==> config.mk <==
export PLATFORM = sky130hd
export DESIGN_NAME = tbs_queue
export DESIGN_NICKNAME = d
export VERILOG_FILES = /design/src/rtl/tbs_queue.sv
export SDC_FILE = /design/constraint.sdc
export NUM_CORES = 1
export LEC_CHECK = 0
export BUFFER_PORTS_ARGS = -buffer_cell sky130_fd_sc_hd__buf_2
export CAP_MARGIN = 20
export CORE_UTILIZATION = 40
export DETAILED_ROUTE_END_ITERATION = 7
export GPL_ROUTABILITY_DRIVEN = 0
export GPL_TIMING_DRIVEN = 1
export SETUP_SLACK_MARGIN = 0.3
export SLEW_MARGIN = 20
export SYNTH_ARGS = -nofsm -noshare
export SYNTH_HDL_FRONTEND = slang
export SYNTH_SLANG_ARGS = --single-unit
==> constraint.sdc <==
create_clock -name clk -period 2.9 [get_ports clk]
set_input_delay 0.29 -clock clk [delete_from_list [all_inputs] [get_ports clk]]
set_output_delay 0.29 -clock clk [all_outputs]
set_load 0.03 [all_outputs]
==> src/rtl/tbs_queue.sv <==
module tbs_queue #(
	parameter int WIDTH = 8,
	parameter int DEPTH = 4
) (
	input  logic clk,
	input  logic arst_n,
	input  logic push,
	input  logic [WIDTH-1:0] push_data,
	input  logic pop,
	output logic [WIDTH-1:0] pop_data,
	output logic not_empty,
	output logic [$clog2(DEPTH+1)-1:0] count
);
	localparam int AW = $clog2(DEPTH);

	logic [WIDTH-1:0] mem_q [DEPTH];
	logic [AW-1:0] wr_q, rd_q;

	assign not_empty = count != '0;
	assign pop_data = mem_q[rd_q];

	// Circular buffer with occupancy count.
	always_ff @(posedge clk or negedge arst_n) begin
		if (!arst_n) begin
			wr_q <= '0;
			rd_q <= '0;
			count <= '0;
		end else begin
			if (push) wr_q <= (wr_q == AW'(DEPTH-1)) ? '0 : wr_q + 1'b1;
			if (pop) rd_q <= (rd_q == AW'(DEPTH-1)) ? '0 : rd_q + 1'b1;
			count <= count + (push ? 1'b1 : 1'b0) - (pop ? 1'b1 : 1'b0);
		end
	end

	always_ff @(posedge clk) begin
		if (push) mem_q[wr_q] <= push_data;
	end

endmodule

==> flow_results.xml, run 1 <==
<?xml version="1.0" encoding="UTF-8"?>
<metrics>
  <group name="cells_and_area">
    <metric name="multiInputGateArea" unit="um^2">385</metric>
    <metric name="register_area" unit="mm^2">0.00114</metric>
    <metric name="final_cell_count_without_fillers" unit="">155</metric>
    <metric name="most-common-layout-cells" unit="">32 x edfxtp_1, 23 x buf_2, 8 x mux4_2</metric>
    <metric name="area_growth" unit="%">19.3</metric>
    <metric name="finalCoreUtilization" unit="">0.505</metric>
    <metric name="n_fill_cell" unit="">313</metric>
    <metric name="layout_commonest_cell" unit="">edfxtp_1</metric>
    <metric name="num-nets-final" unit="">126</metric>
    <metric name="fin_area" unit="mm^2">0.00186</metric>
    <metric name="final_layout_size_suffix_gt1_frac" unit="">0.374</metric>
    <metric name="antenna_cells" unit="">0</metric>
  </group>
  <group name="placed_design">
    <metric name="pre_cts_ws" unit="ps">1080</metric>
    <metric name="numPlacedInstances" unit="">146</metric>
    <metric name="dp_hpwl" unit="um">1500</metric>
    <metric name="post_dp_cell_area" unit="mm^2">0.00172</metric>
    <metric name="port_buffers" unit="">23</metric>
  </group>
  <group name="clock_tree">
    <metric name="root_buffer" unit="">clkbuf_8</metric>
    <metric name="cts_num_sinks" unit="">39</metric>
    <metric name="ctsHtreeMaxLevel" unit="">2</metric>
    <metric name="insertion_delay" unit="ps">290</metric>
    <metric name="tritoncts_clock_tree" unit="">built</metric>
    <metric name="clk_transition_reported_paths" unit="ps">70</metric>
    <metric name="cts_max_path_buffers" unit="">2</metric>
    <metric name="clock_buffers_created_by_tritoncts" unit="">5</metric>
    <metric name="cts-resized-gates" unit="">0</metric>
  </group>
  <group name="yosys">
    <metric name="synth_seq_cells" unit="">39</metric>
    <metric name="synth_top_cell_area_share" unit="">0.616</metric>
    <metric name="synthCells" unit="">77</metric>
    <metric name="ys_top_cells_by_area" unit="">edfxtp_1 62%, mux4_2 12%, dfrtp_1 11%</metric>
    <metric name="synth_seq_area_share" unit="">0.728</metric>
    <metric name="synth-warning-count" unit="">0</metric>
    <metric name="post_syn_nets" unit="">97</metric>
    <metric name="synth.cell_area" unit="mm^2">0.00156</metric>
    <metric name="yosysTopAreaCell" unit="">edfxtp_1</metric>
    <metric name="post_synth_cell_types" unit="">16</metric>
    <metric name="synth.avg_cell_area" unit="um^2">20.3</metric>
  </group>
  <group name="power_and_ir_drop">
    <metric name="power.share.switching" unit="">0.327</metric>
    <metric name="total_power" unit="mW">2.01</metric>
    <metric name="power.density" unit="mW/mm^2">1080</metric>
    <metric name="p_seq_frac" unit="">0.423</metric>
    <metric name="internal_power" unit="mW">1.35</metric>
    <metric name="leakage" unit="nW">0.710</metric>
    <metric name="max-vdd-ir-drop" unit="mV">0.426</metric>
    <metric name="power.share.clock" unit="">0.259</metric>
    <metric name="switching_power" unit="uW">658</metric>
    <metric name="comb_power_share" unit="">0.318</metric>
  </group>
  <group name="worst_hold_path">
    <metric name="hold_class" unit="">in2reg</metric>
  </group>
  <group name="global_route">
    <metric name="grt.overflow.total" unit="">0</metric>
    <metric name="via_count_of_the_first_global_routing_pass" unit="">797</metric>
    <metric name="gr-usage-all-layers" unit="">0.128</metric>
    <metric name="grt_antenna_before_repair" unit="">0</metric>
    <metric name="grt_first_pass_wirelength" unit="um">3650</metric>
    <metric name="maximum_number_of_pins_on_one_net_before_global_route_repair" unit="">13</metric>
  </group>
  <group name="timing">
    <metric name="timing.final.max_slew_violations" unit="">0</metric>
    <metric name="layout_min_cycle_time" unit="ps">2070</metric>
    <metric name="tightestPinTransition" unit="ps">594</metric>
    <metric name="max_freq" unit="MHz">483</metric>
    <metric name="finalHoldWorstSlack" unit="ps">213</metric>
    <metric name="final.setup_skew" unit="ps">2.02</metric>
    <metric name="totalNegativeSetupSlack" unit="ps">0</metric>
    <metric name="setup_viol_count_final" unit="">0</metric>
    <metric name="hold_viol_final" unit="">0</metric>
    <metric name="max_slew_margin" unit="">0.604</metric>
    <metric name="post-route-worst-setup-slack" unit="ps">829</metric>
    <metric name="grt_setup_unrepaired" unit="">false</metric>
    <metric name="final_min_period_over_clock_period" unit="">0.714</metric>
  </group>
  <group name="route">
    <metric name="wire_per_inst" unit="um">14.3</metric>
    <metric name="antenna_violating_nets_post_route" unit="">0</metric>
    <metric name="drt_drc_violations_left" unit="">0</metric>
    <metric name="drtIter0Drc" unit="">17</metric>
    <metric name="routed-via-count" unit="">749</metric>
    <metric name="routed_wl" unit="um">2220</metric>
    <metric name="vias_per_cell" unit="">4.83</metric>
    <metric name="drt_pass1_iterations" unit="">4</metric>
  </group>
  <group name="critical_path">
    <metric name="crit_buf_inv" unit="">1</metric>
    <metric name="worst_path_dominant_cell_family" unit="">flip-flops</metric>
    <metric name="max_stage_delay" unit="ps">720</metric>
    <metric name="critical_path.cell_chain" unit="">mux4_2, buf_2</metric>
    <metric name="startpoint_type" unit="">flop</metric>
    <metric name="worst-setup-path-type" unit="">reg2out</metric>
    <metric name="worst_ep_arrival_time" unit="ps">1780</metric>
    <metric name="path_max_fanout" unit="">11</metric>
    <metric name="slowest_stage" unit="">dfrtp_1</metric>
    <metric name="cp.required" unit="ps">2610</metric>
    <metric name="end_kind" unit="">output pin</metric>
  </group>
  <group name="floorplanning">
    <metric name="core-area" unit="mm^2">0.00369</metric>
    <metric name="dieHeight" unit="um">64.5</metric>
    <metric name="num_io_pins" unit="">24</metric>
    <metric name="rows" unit="">22</metric>
    <metric name="die_width" unit="um">64.5</metric>
    <metric name="fp.dieArea" unit="mm^2">0.00415</metric>
    <metric name="initial_utilization" unit="">0.423</metric>
  </group>
  <group name="run">
    <metric name="maxCapViolCount" unit="">0</metric>
  </group>
  <group name="status">
    <metric name="status" unit="">complete, no violations</metric>
  </group>
</metrics>
-- layer usage --
metal / up-vias / global-route usage / share of wire
li1: 347 / - / -
met5: - / 0 / 0
met3: 5 / 0.0528 / 0.044
met1: 381 / 0.135 / 0.39
met4: 0 / 0.0667 / 0.023
met2: 16 / 0.218 / 0.54
-- state kept, by name (all words and copies together) (netlist names) --
register and count:
count 3, mem_q 32, rd_q 2, wr_q 2
-- path summary, 6_finish.rpt --
path | from | endpoint | slack [ps] | depth (start not counted)
max in group asynchronous | arst_n | rd_q[0] | 2390 | 2
min reg2reg | count[2] | count[2] | 490 | 1
min | push_data[2] | mem_q[0][2] | 210 | 1
max reg2reg | count[0] | count[2] | 1250 | 8
max | rd_q[0] | pop_data[6] | 830 | 2
min in group asynchronous | arst_n | count[2] | 360 | 2
-- power groups by stage --
stage / combinational (mW) / sequential, mW / clock (mW)
global placement: 0.637 / 0.861 / 0
global route: 0.698 / 0.874 / 0.553
CTS: 0.651 / 0.858 / 0.529
finish: 0.638 / 0.851 / 0.520
floorplan: 0.520 / 0.837 / 0
detailed placement: 0.652 / 0.870 / 0
-- cell type report --
cell class	count	area share
clock buffer	6	0.0390
tap	48	0.0323
multi-input combinational	30	0.207
clock inverter	2	0.0323
inverter	6	0.0121
timing repair buffer	24	0.0672
sequential	39	0.610
-- timing repair --
item / CTS / global route
hold buffers: 1 / 0
hold endpoints to repair: 7 / 0
buffers inserted: 0 / 0
-- synth_stat cells --
library cell / count
and2_1: 4
buf_2: 1
buf_6: 1
dfrtp_1: 7
edfxtp_1: 32
fa_1: 1
ha_1: 7
inv_1: 6
mux2_2: 2
mux4_2: 8
nand2_1: 1
nor2_1: 1
o21ai_0: 2
or3_1: 1
or3b_1: 1
xnor2_1: 2
-- kinds of logic after synthesis --
group	after synthesis	synth area share
AOI/OAI and AO/OA	2	0.00642
xor gates and xnor gates	2	0.0112
adders and majority gates	8	0.0690
buffers and inverters	8	0.0249
DFF	39	0.728
muxes	10	0.130
and+or+nand+nor	8	0.0305
(Power assumes the default switching activity.)
==> inputs of run 2 (changes only) <==
==> constraint.sdc (replaced) <==
create_clock -name clk -period 2.12 [get_ports clk]
set_input_delay 0.212 -clock clk [delete_from_list [all_inputs] [get_ports clk]]
set_output_delay 0.212 -clock clk [all_outputs]
set_load 0.03 [all_outputs]
==> flow_results.xml, run 2 (synthesis results as in run 1) <==
<?xml version="1.0" encoding="UTF-8"?>
<metrics>
  <group name="status">
    <metric name="status" unit="">complete, no violations</metric>
  </group>
  <group name="critical_path">
    <metric name="end_kind" unit="">output pin</metric>
    <metric name="r2r_end" unit="">count[2]</metric>
    <metric name="worst-setup-path-type" unit="">reg2out</metric>
    <metric name="path_max_fanout" unit="">11</metric>
    <metric name="worst_reg2reg_path_length_in_cells" unit="">8</metric>
    <metric name="worst_ep_arrival_time" unit="ps">1550</metric>
    <metric name="cp.required" unit="ps">1910</metric>
    <metric name="startpoint_type" unit="">flop</metric>
    <metric name="r2r_setup_slk" unit="ps">470</metric>
    <metric name="rr_startpoint" unit="">count[0]</metric>
  </group>
  <group name="cells_and_area">
    <metric name="finalCoreUtilization" unit="">0.506</metric>
    <metric name="n_fill_cell" unit="">311</metric>
    <metric name="final_cell_count_without_fillers" unit="">155</metric>
    <metric name="final_layout_size_suffix_gt1_frac" unit="">0.383</metric>
    <metric name="largest_reg_by_ff_count" unit="">mem_q</metric>
    <metric name="antenna_cells" unit="">0</metric>
    <metric name="area_growth" unit="%">19.6</metric>
    <metric name="multiInputGateArea" unit="um^2">385</metric>
    <metric name="number_of_flip_flops_in_the_largest_register" unit="">32</metric>
    <metric name="most-common-layout-cells" unit="">32 x edfxtp_1, 23 x buf_2, 8 x mux4_2</metric>
    <metric name="register_area" unit="mm^2">0.00114</metric>
    <metric name="num-nets-final" unit="">126</metric>
    <metric name="reg_top3" unit="">mem_q (32), count (3)</metric>
    <metric name="layout_commonest_cell" unit="">edfxtp_1</metric>
  </group>
  <group name="floorplanning">
    <metric name="initial_utilization" unit="">0.423</metric>
    <metric name="dieHeight" unit="um">64.5</metric>
    <metric name="rows" unit="">22</metric>
    <metric name="num_io_pins" unit="">24</metric>
    <metric name="die_width" unit="um">64.5</metric>
    <metric name="core-area" unit="mm^2">0.00369</metric>
    <metric name="fp.dieArea" unit="mm^2">0.00415</metric>
  </group>
  <group name="power_and_ir_drop">
    <metric name="internal_power" unit="mW">1.86</metric>
    <metric name="total_power" unit="mW">2.75</metric>
    <metric name="power.share.clock" unit="">0.258</metric>
    <metric name="power.share.switching" unit="">0.326</metric>
    <metric name="power.density" unit="mW/mm^2">1480</metric>
    <metric name="max-vdd-ir-drop" unit="mV">0.583</metric>
    <metric name="p_seq_frac" unit="">0.425</metric>
    <metric name="comb_power_share" unit="">0.317</metric>
    <metric name="switching_power" unit="uW">898</metric>
    <metric name="leakage" unit="nW">0.709</metric>
  </group>
  <group name="global_route">
    <metric name="use_met1" unit="">0.132</metric>
    <metric name="gr-usage-all-layers" unit="">0.128</metric>
    <metric name="grt-busiest-layer" unit="">met2</metric>
    <metric name="maximum_number_of_pins_on_one_net_before_global_route_repair" unit="">13</metric>
    <metric name="via_count_of_the_first_global_routing_pass" unit="">801</metric>
    <metric name="globalRouteMet2Util" unit="">0.222</metric>
    <metric name="grt_antenna_before_repair" unit="">0</metric>
    <metric name="grt_first_pass_wirelength" unit="um">3660</metric>
    <metric name="grt.overflow.total" unit="">0</metric>
    <metric name="groute.layer.met3.usage" unit="">0.0528</metric>
  </group>
  <group name="run">
    <metric name="maxCapViolCount" unit="">0</metric>
  </group>
  <group name="timing">
    <metric name="grt_setup_unrepaired" unit="">true</metric>
    <metric name="timing.final.max_slew_violations" unit="">0</metric>
    <metric name="max_freq" unit="MHz">567</metric>
    <metric name="final.setup_skew" unit="ps">3.63</metric>
    <metric name="setup_viol_count_final" unit="">0</metric>
    <metric name="totalNegativeSetupSlack" unit="ps">0</metric>
    <metric name="tightestPinTransition" unit="ps">448</metric>
    <metric name="hold_viol_final" unit="">0</metric>
    <metric name="max_slew_margin" unit="">0.702</metric>
    <metric name="final_min_period_over_clock_period" unit="">0.832</metric>
    <metric name="layout_min_cycle_time" unit="ps">1760</metric>
  </group>
  <group name="placed_design">
    <metric name="port_buffers" unit="">23</metric>
    <metric name="numPlacedInstances" unit="">146</metric>
    <metric name="dp_hpwl" unit="um">1500</metric>
  </group>
  <group name="clock_tree">
    <metric name="insertion_delay" unit="ps">290</metric>
    <metric name="ctsHtreeMaxLevel" unit="">2</metric>
    <metric name="cts_max_path_buffers" unit="">2</metric>
    <metric name="cts_num_sinks" unit="">39</metric>
    <metric name="clock_buffers_created_by_tritoncts" unit="">5</metric>
    <metric name="clk_transition_reported_paths" unit="ps">70</metric>
    <metric name="root_buffer" unit="">clkbuf_8</metric>
    <metric name="tritoncts_clock_tree" unit="">built</metric>
  </group>
  <group name="worst_hold_path">
    <metric name="worst_hold_path.num_cells" unit="">1</metric>
    <metric name="hold_class" unit="">in2reg</metric>
    <metric name="whs_endpoint" unit="">mem_q[0][2]</metric>
    <metric name="hold_path.startpoint" unit="">push_data[2]</metric>
  </group>
  <group name="route">
    <metric name="drtIter0Drc" unit="">16</metric>
    <metric name="antenna_violating_nets_post_route" unit="">0</metric>
    <metric name="wire_per_inst" unit="um">14.3</metric>
    <metric name="routed_wl" unit="um">2210</metric>
    <metric name="drt_pass1_iterations" unit="">4</metric>
    <metric name="routed-via-count" unit="">747</metric>
    <metric name="vias_per_cell" unit="">4.82</metric>
    <metric name="drt_drc_violations_left" unit="">0</metric>
  </group>
</metrics>
-- run 2: worst max-delay path, stage by stage (launching register included) --
cell and delay [ps]:
dfrtp_4 540, mux4_2 530, buf_2 190
-- run 2: how the worst max path moves through the flow --
stage,start,end,slack (ps)
after floorplan,count[0],count[2],310
after global placement,rd_q[0],pop_data[6],400
after detailed placement,rd_q[0],pop_data[6],380
after CTS,rd_q[0],pop_data[6],320
after global routing,rd_q[0],pop_data[0],280
final,rd_q[0],pop_data[6],360
-- run 2: routing by layer --
layer | wire length (um) | share of wire | up-vias
li1 | - | - | 347
met1 | 870 | 0.39 | 381
met2 | 1190 | 0.54 | 14
met3 | 97 | 0.044 | 5
met4 | 51 | 0.023 | 0
met5 | 0 | 0 | -
-- run 2: what timing repair did --
action	CTS	global route
buffers inserted	0	0
cloned	0	0
gates resized for setup	2	0
endpoints found under the setup margin	8	7
hold buffers	1	0
endpoints found under the hold margin	7	0
-- run 2: final cells by class --
cell class | count | area share
tap | 48 | 0.0322
multi-input combinational | 30 | 0.207
inverter | 6 | 0.0121
sequential | 39 | 0.611
clock inverter | 2 | 0.0322
timing repair buffer | 24 | 0.0671
clock buffer | 6 | 0.0389
-- run 2: power by group through the flow --
stage               registers [mW]  clock network (mW)  logic (mW)
detailed placement            1.19                   0       0.892
CTS                           1.18               0.723       0.892
floorplan                     1.15                   0       0.712
finish                        1.17               0.710       0.874
global route                  1.20               0.757       0.955
global placement              1.18                   0       0.871
-- run 2: stage by stage --
stage               area [um^2]  setup WS, ps  hold slack [ps]
floorplan                  1560           306            -83.6
global placement           1720           399             53.9
detailed placement         1720           378             50.9
CTS                        1870           317              127
global route               1870           279              125
finish                     1870           355              134
==> inputs of run 3 (changes only) <==
==> constraint.sdc (replaced) <==
create_clock -name clk -period 1.8 [get_ports clk]
set_input_delay 0.18 -clock clk [delete_from_list [all_inputs] [get_ports clk]]
set_output_delay 0.18 -clock clk [all_outputs]
set_load 0.03 [all_outputs]
==> flow_results.xml, run 3 (synthesis results as in run 1) <==
<?xml version="1.0" encoding="UTF-8"?>
<metrics>
  <group name="clock_tree">
    <metric name="ctsHtreeMaxLevel" unit="">2</metric>
    <metric name="tritoncts_clock_tree" unit="">built</metric>
    <metric name="clock_buffers_created_by_tritoncts" unit="">5</metric>
    <metric name="clk_transition_reported_paths" unit="ps">80</metric>
    <metric name="cts_max_path_buffers" unit="">2</metric>
    <metric name="root_buffer" unit="">clkbuf_8</metric>
    <metric name="cts_num_sinks" unit="">39</metric>
    <metric name="insertion_delay" unit="ps">290</metric>
  </group>
  <group name="route">
    <metric name="drtIter0Drc" unit="">37</metric>
    <metric name="antenna_violating_nets_post_route" unit="">0</metric>
    <metric name="drt_pass1_iterations" unit="">4</metric>
    <metric name="vias_per_cell" unit="">4.84</metric>
    <metric name="wire_per_inst" unit="um">14.7</metric>
    <metric name="drt_drc_violations_left" unit="">0</metric>
    <metric name="routed-via-count" unit="">769</metric>
    <metric name="routed_wl" unit="um">2340</metric>
  </group>
  <group name="cells_and_area">
    <metric name="largest_reg_by_ff_count" unit="">mem_q</metric>
    <metric name="antenna_cells" unit="">0</metric>
    <metric name="area_growth" unit="%">27.3</metric>
    <metric name="number_of_flip_flops_in_the_largest_register" unit="">32</metric>
    <metric name="final_layout_size_suffix_gt1_frac" unit="">0.495</metric>
    <metric name="most-common-layout-cells" unit="">32 x edfxtp_1, 14 x buf_2, 10 x buf_6</metric>
    <metric name="n_fill_cell" unit="">311</metric>
    <metric name="layout_commonest_cell" unit="">edfxtp_1</metric>
    <metric name="finalCoreUtilization" unit="">0.539</metric>
    <metric name="reg_top3" unit="">mem_q (32), count (3)</metric>
    <metric name="num-nets-final" unit="">130</metric>
  </group>
  <group name="global_route">
    <metric name="via_count_of_the_first_global_routing_pass" unit="">837</metric>
    <metric name="gr-usage-all-layers" unit="">0.137</metric>
    <metric name="grt.overflow.total" unit="">0</metric>
    <metric name="maximum_number_of_pins_on_one_net_before_global_route_repair" unit="">14</metric>
    <metric name="grt_antenna_before_repair" unit="">0</metric>
    <metric name="grt_first_pass_wirelength" unit="um">3870</metric>
  </group>
  <group name="critical_path">
    <metric name="end_kind" unit="">output pin</metric>
    <metric name="startpoint_type" unit="">flop</metric>
    <metric name="cp.required" unit="ps">1620</metric>
    <metric name="path_max_fanout" unit="">6</metric>
    <metric name="worst-setup-path-type" unit="">reg2out</metric>
    <metric name="worst_ep_arrival_time" unit="ps">1520</metric>
  </group>
  <group name="floorplanning">
    <metric name="core-area" unit="mm^2">0.00369</metric>
    <metric name="die_width" unit="um">64.5</metric>
    <metric name="fp.dieArea" unit="mm^2">0.00415</metric>
    <metric name="initial_utilization" unit="">0.423</metric>
    <metric name="rows" unit="">22</metric>
    <metric name="num_io_pins" unit="">24</metric>
    <metric name="dieHeight" unit="um">64.5</metric>
  </group>
  <group name="timing">
    <metric name="hold_viol_final" unit="">0</metric>
    <metric name="tightestPinTransition" unit="ps">453</metric>
    <metric name="timing.final.max_slew_violations" unit="">0</metric>
    <metric name="max_slew_margin" unit="">0.698</metric>
    <metric name="layout_min_cycle_time" unit="ps">1700</metric>
    <metric name="setup_viol_count_final" unit="">0</metric>
    <metric name="grt_setup_unrepaired" unit="">true</metric>
    <metric name="max_freq" unit="MHz">589</metric>
    <metric name="final.setup_skew" unit="ps">5.87</metric>
    <metric name="totalNegativeSetupSlack" unit="ps">0</metric>
    <metric name="final_min_period_over_clock_period" unit="">0.944</metric>
  </group>
  <group name="power_and_ir_drop">
    <metric name="leakage" unit="nW">0.749</metric>
    <metric name="power.share.switching" unit="">0.334</metric>
    <metric name="power.density" unit="mW/mm^2">1760</metric>
    <metric name="max-vdd-ir-drop" unit="mV">0.526</metric>
    <metric name="comb_power_share" unit="">0.413</metric>
    <metric name="internal_power" unit="mW">2.32</metric>
    <metric name="switching_power" unit="mW">1.17</metric>
    <metric name="p_seq_frac" unit="">0.383</metric>
    <metric name="power.share.clock" unit="">0.205</metric>
  </group>
  <group name="status">
    <metric name="status" unit="">complete, no violations</metric>
  </group>
  <group name="placed_design">
    <metric name="dp_hpwl" unit="um">1600</metric>
    <metric name="port_buffers" unit="">23</metric>
  </group>
  <group name="run">
    <metric name="maxCapViolCount" unit="">0</metric>
  </group>
  <group name="worst_hold_path">
    <metric name="hold_class" unit="">in2reg</metric>
  </group>
</metrics>
==> run 3: changes by cell type in the layout (fill, tap and decap cells not counted), sizes merged <==
cell,previous run,this run
buf,23,27
bufinv,2,1
clkbuf,6,5
clkinv,0,1
inv,6,7
==> run 3: per-layer routing <==
layer,vias to the layer above,track usage,share of wire
li1,355,-,-
met1,391,0.141,0.38
met2,15,0.236,0.55
met3,8,0.0458,0.045
met4,0,0.0917,0.029
met5,-,0,0
==> run 3: path summary, 6_finish.rpt <==
kind                         startpoint          end  slack, ps  cells after the start
min in group asynchronous        arst_n     count[0]        250                      2
min reg2reg                    count[2]     count[2]        530                      1
min                        push_data[6]  mem_q[0][6]        100                      1
max                             rd_q[0]  pop_data[2]        100                      3
max reg2reg                    count[0]     count[2]        210                      8
max in group asynchronous        arst_n     count[1]       1380                      2
==> run 3: final cells by class <==
| class | instances | area [um^2] | share of cell area |
|---|---|---|---|
| Multi-Input combinational cell | 30 | 427 | 0.215 |
| Timing Repair Buffer | 28 | 228 | 0.115 |
| Tap cell | 48 | 60.1 | 0.0302 |
| Inverter | 6 | 22.5 | 0.0113 |
| Clock buffer | 5 | 68.8 | 0.0346 |
| Sequential cell | 39 | 1140 | 0.573 |
| Clock inverter | 3 | 42.5 | 0.0214 |
==> run 3: critical path, stage by stage (launching register included) <==
cell and delay [ps]:
dfrtp_1 420, buf_12 150, mux4_2 500, buf_6 150
==> run 3: repair_timing <==
item | 4_1_cts | 5_1_grt
hold endpoints to repair | 7 | 0
setup endpoints to repair | 10 | 13
gates resized for setup | 24 | 6
setup buffers | 1 | 1
pin swaps | 3 | 2
hold buffers | 1 | 0
==> run 3: power groups by stage <==
stage / logic, mW / clock network, mW / registers [mW]
after global placement: 1.16 / 0 / 1.34
after CTS: 1.43 / 0.731 / 1.34
after floorplan: 0.841 / 0 / 1.35
final: 1.44 / 0.714 / 1.34
after detailed placement: 1.19 / 0 / 1.35
after global routing: 1.56 / 0.768 / 1.36
==> run 3: through the flow <==
| step | worst slack (ps) | power, mW | hold slack [ps] | cell area, um^2 | cells |
|---|---|---|---|---|---|
| final | 101 | 3.49 | 96.1 | 1990 | 159 |
| after global placement | 223 | 2.49 | 21.5 | 1750 | 148 |
| after floorplan | 109 | 2.19 | -116 | 1560 | 77 |
| after CTS | 85.9 | 3.50 | 91.4 | 1970 | 158 |
| after global routing | 57.0 | 3.69 | 93.4 | 1990 | 159 |
| after detailed placement | 119 | 2.54 | 19.6 | 1750 | 148 |
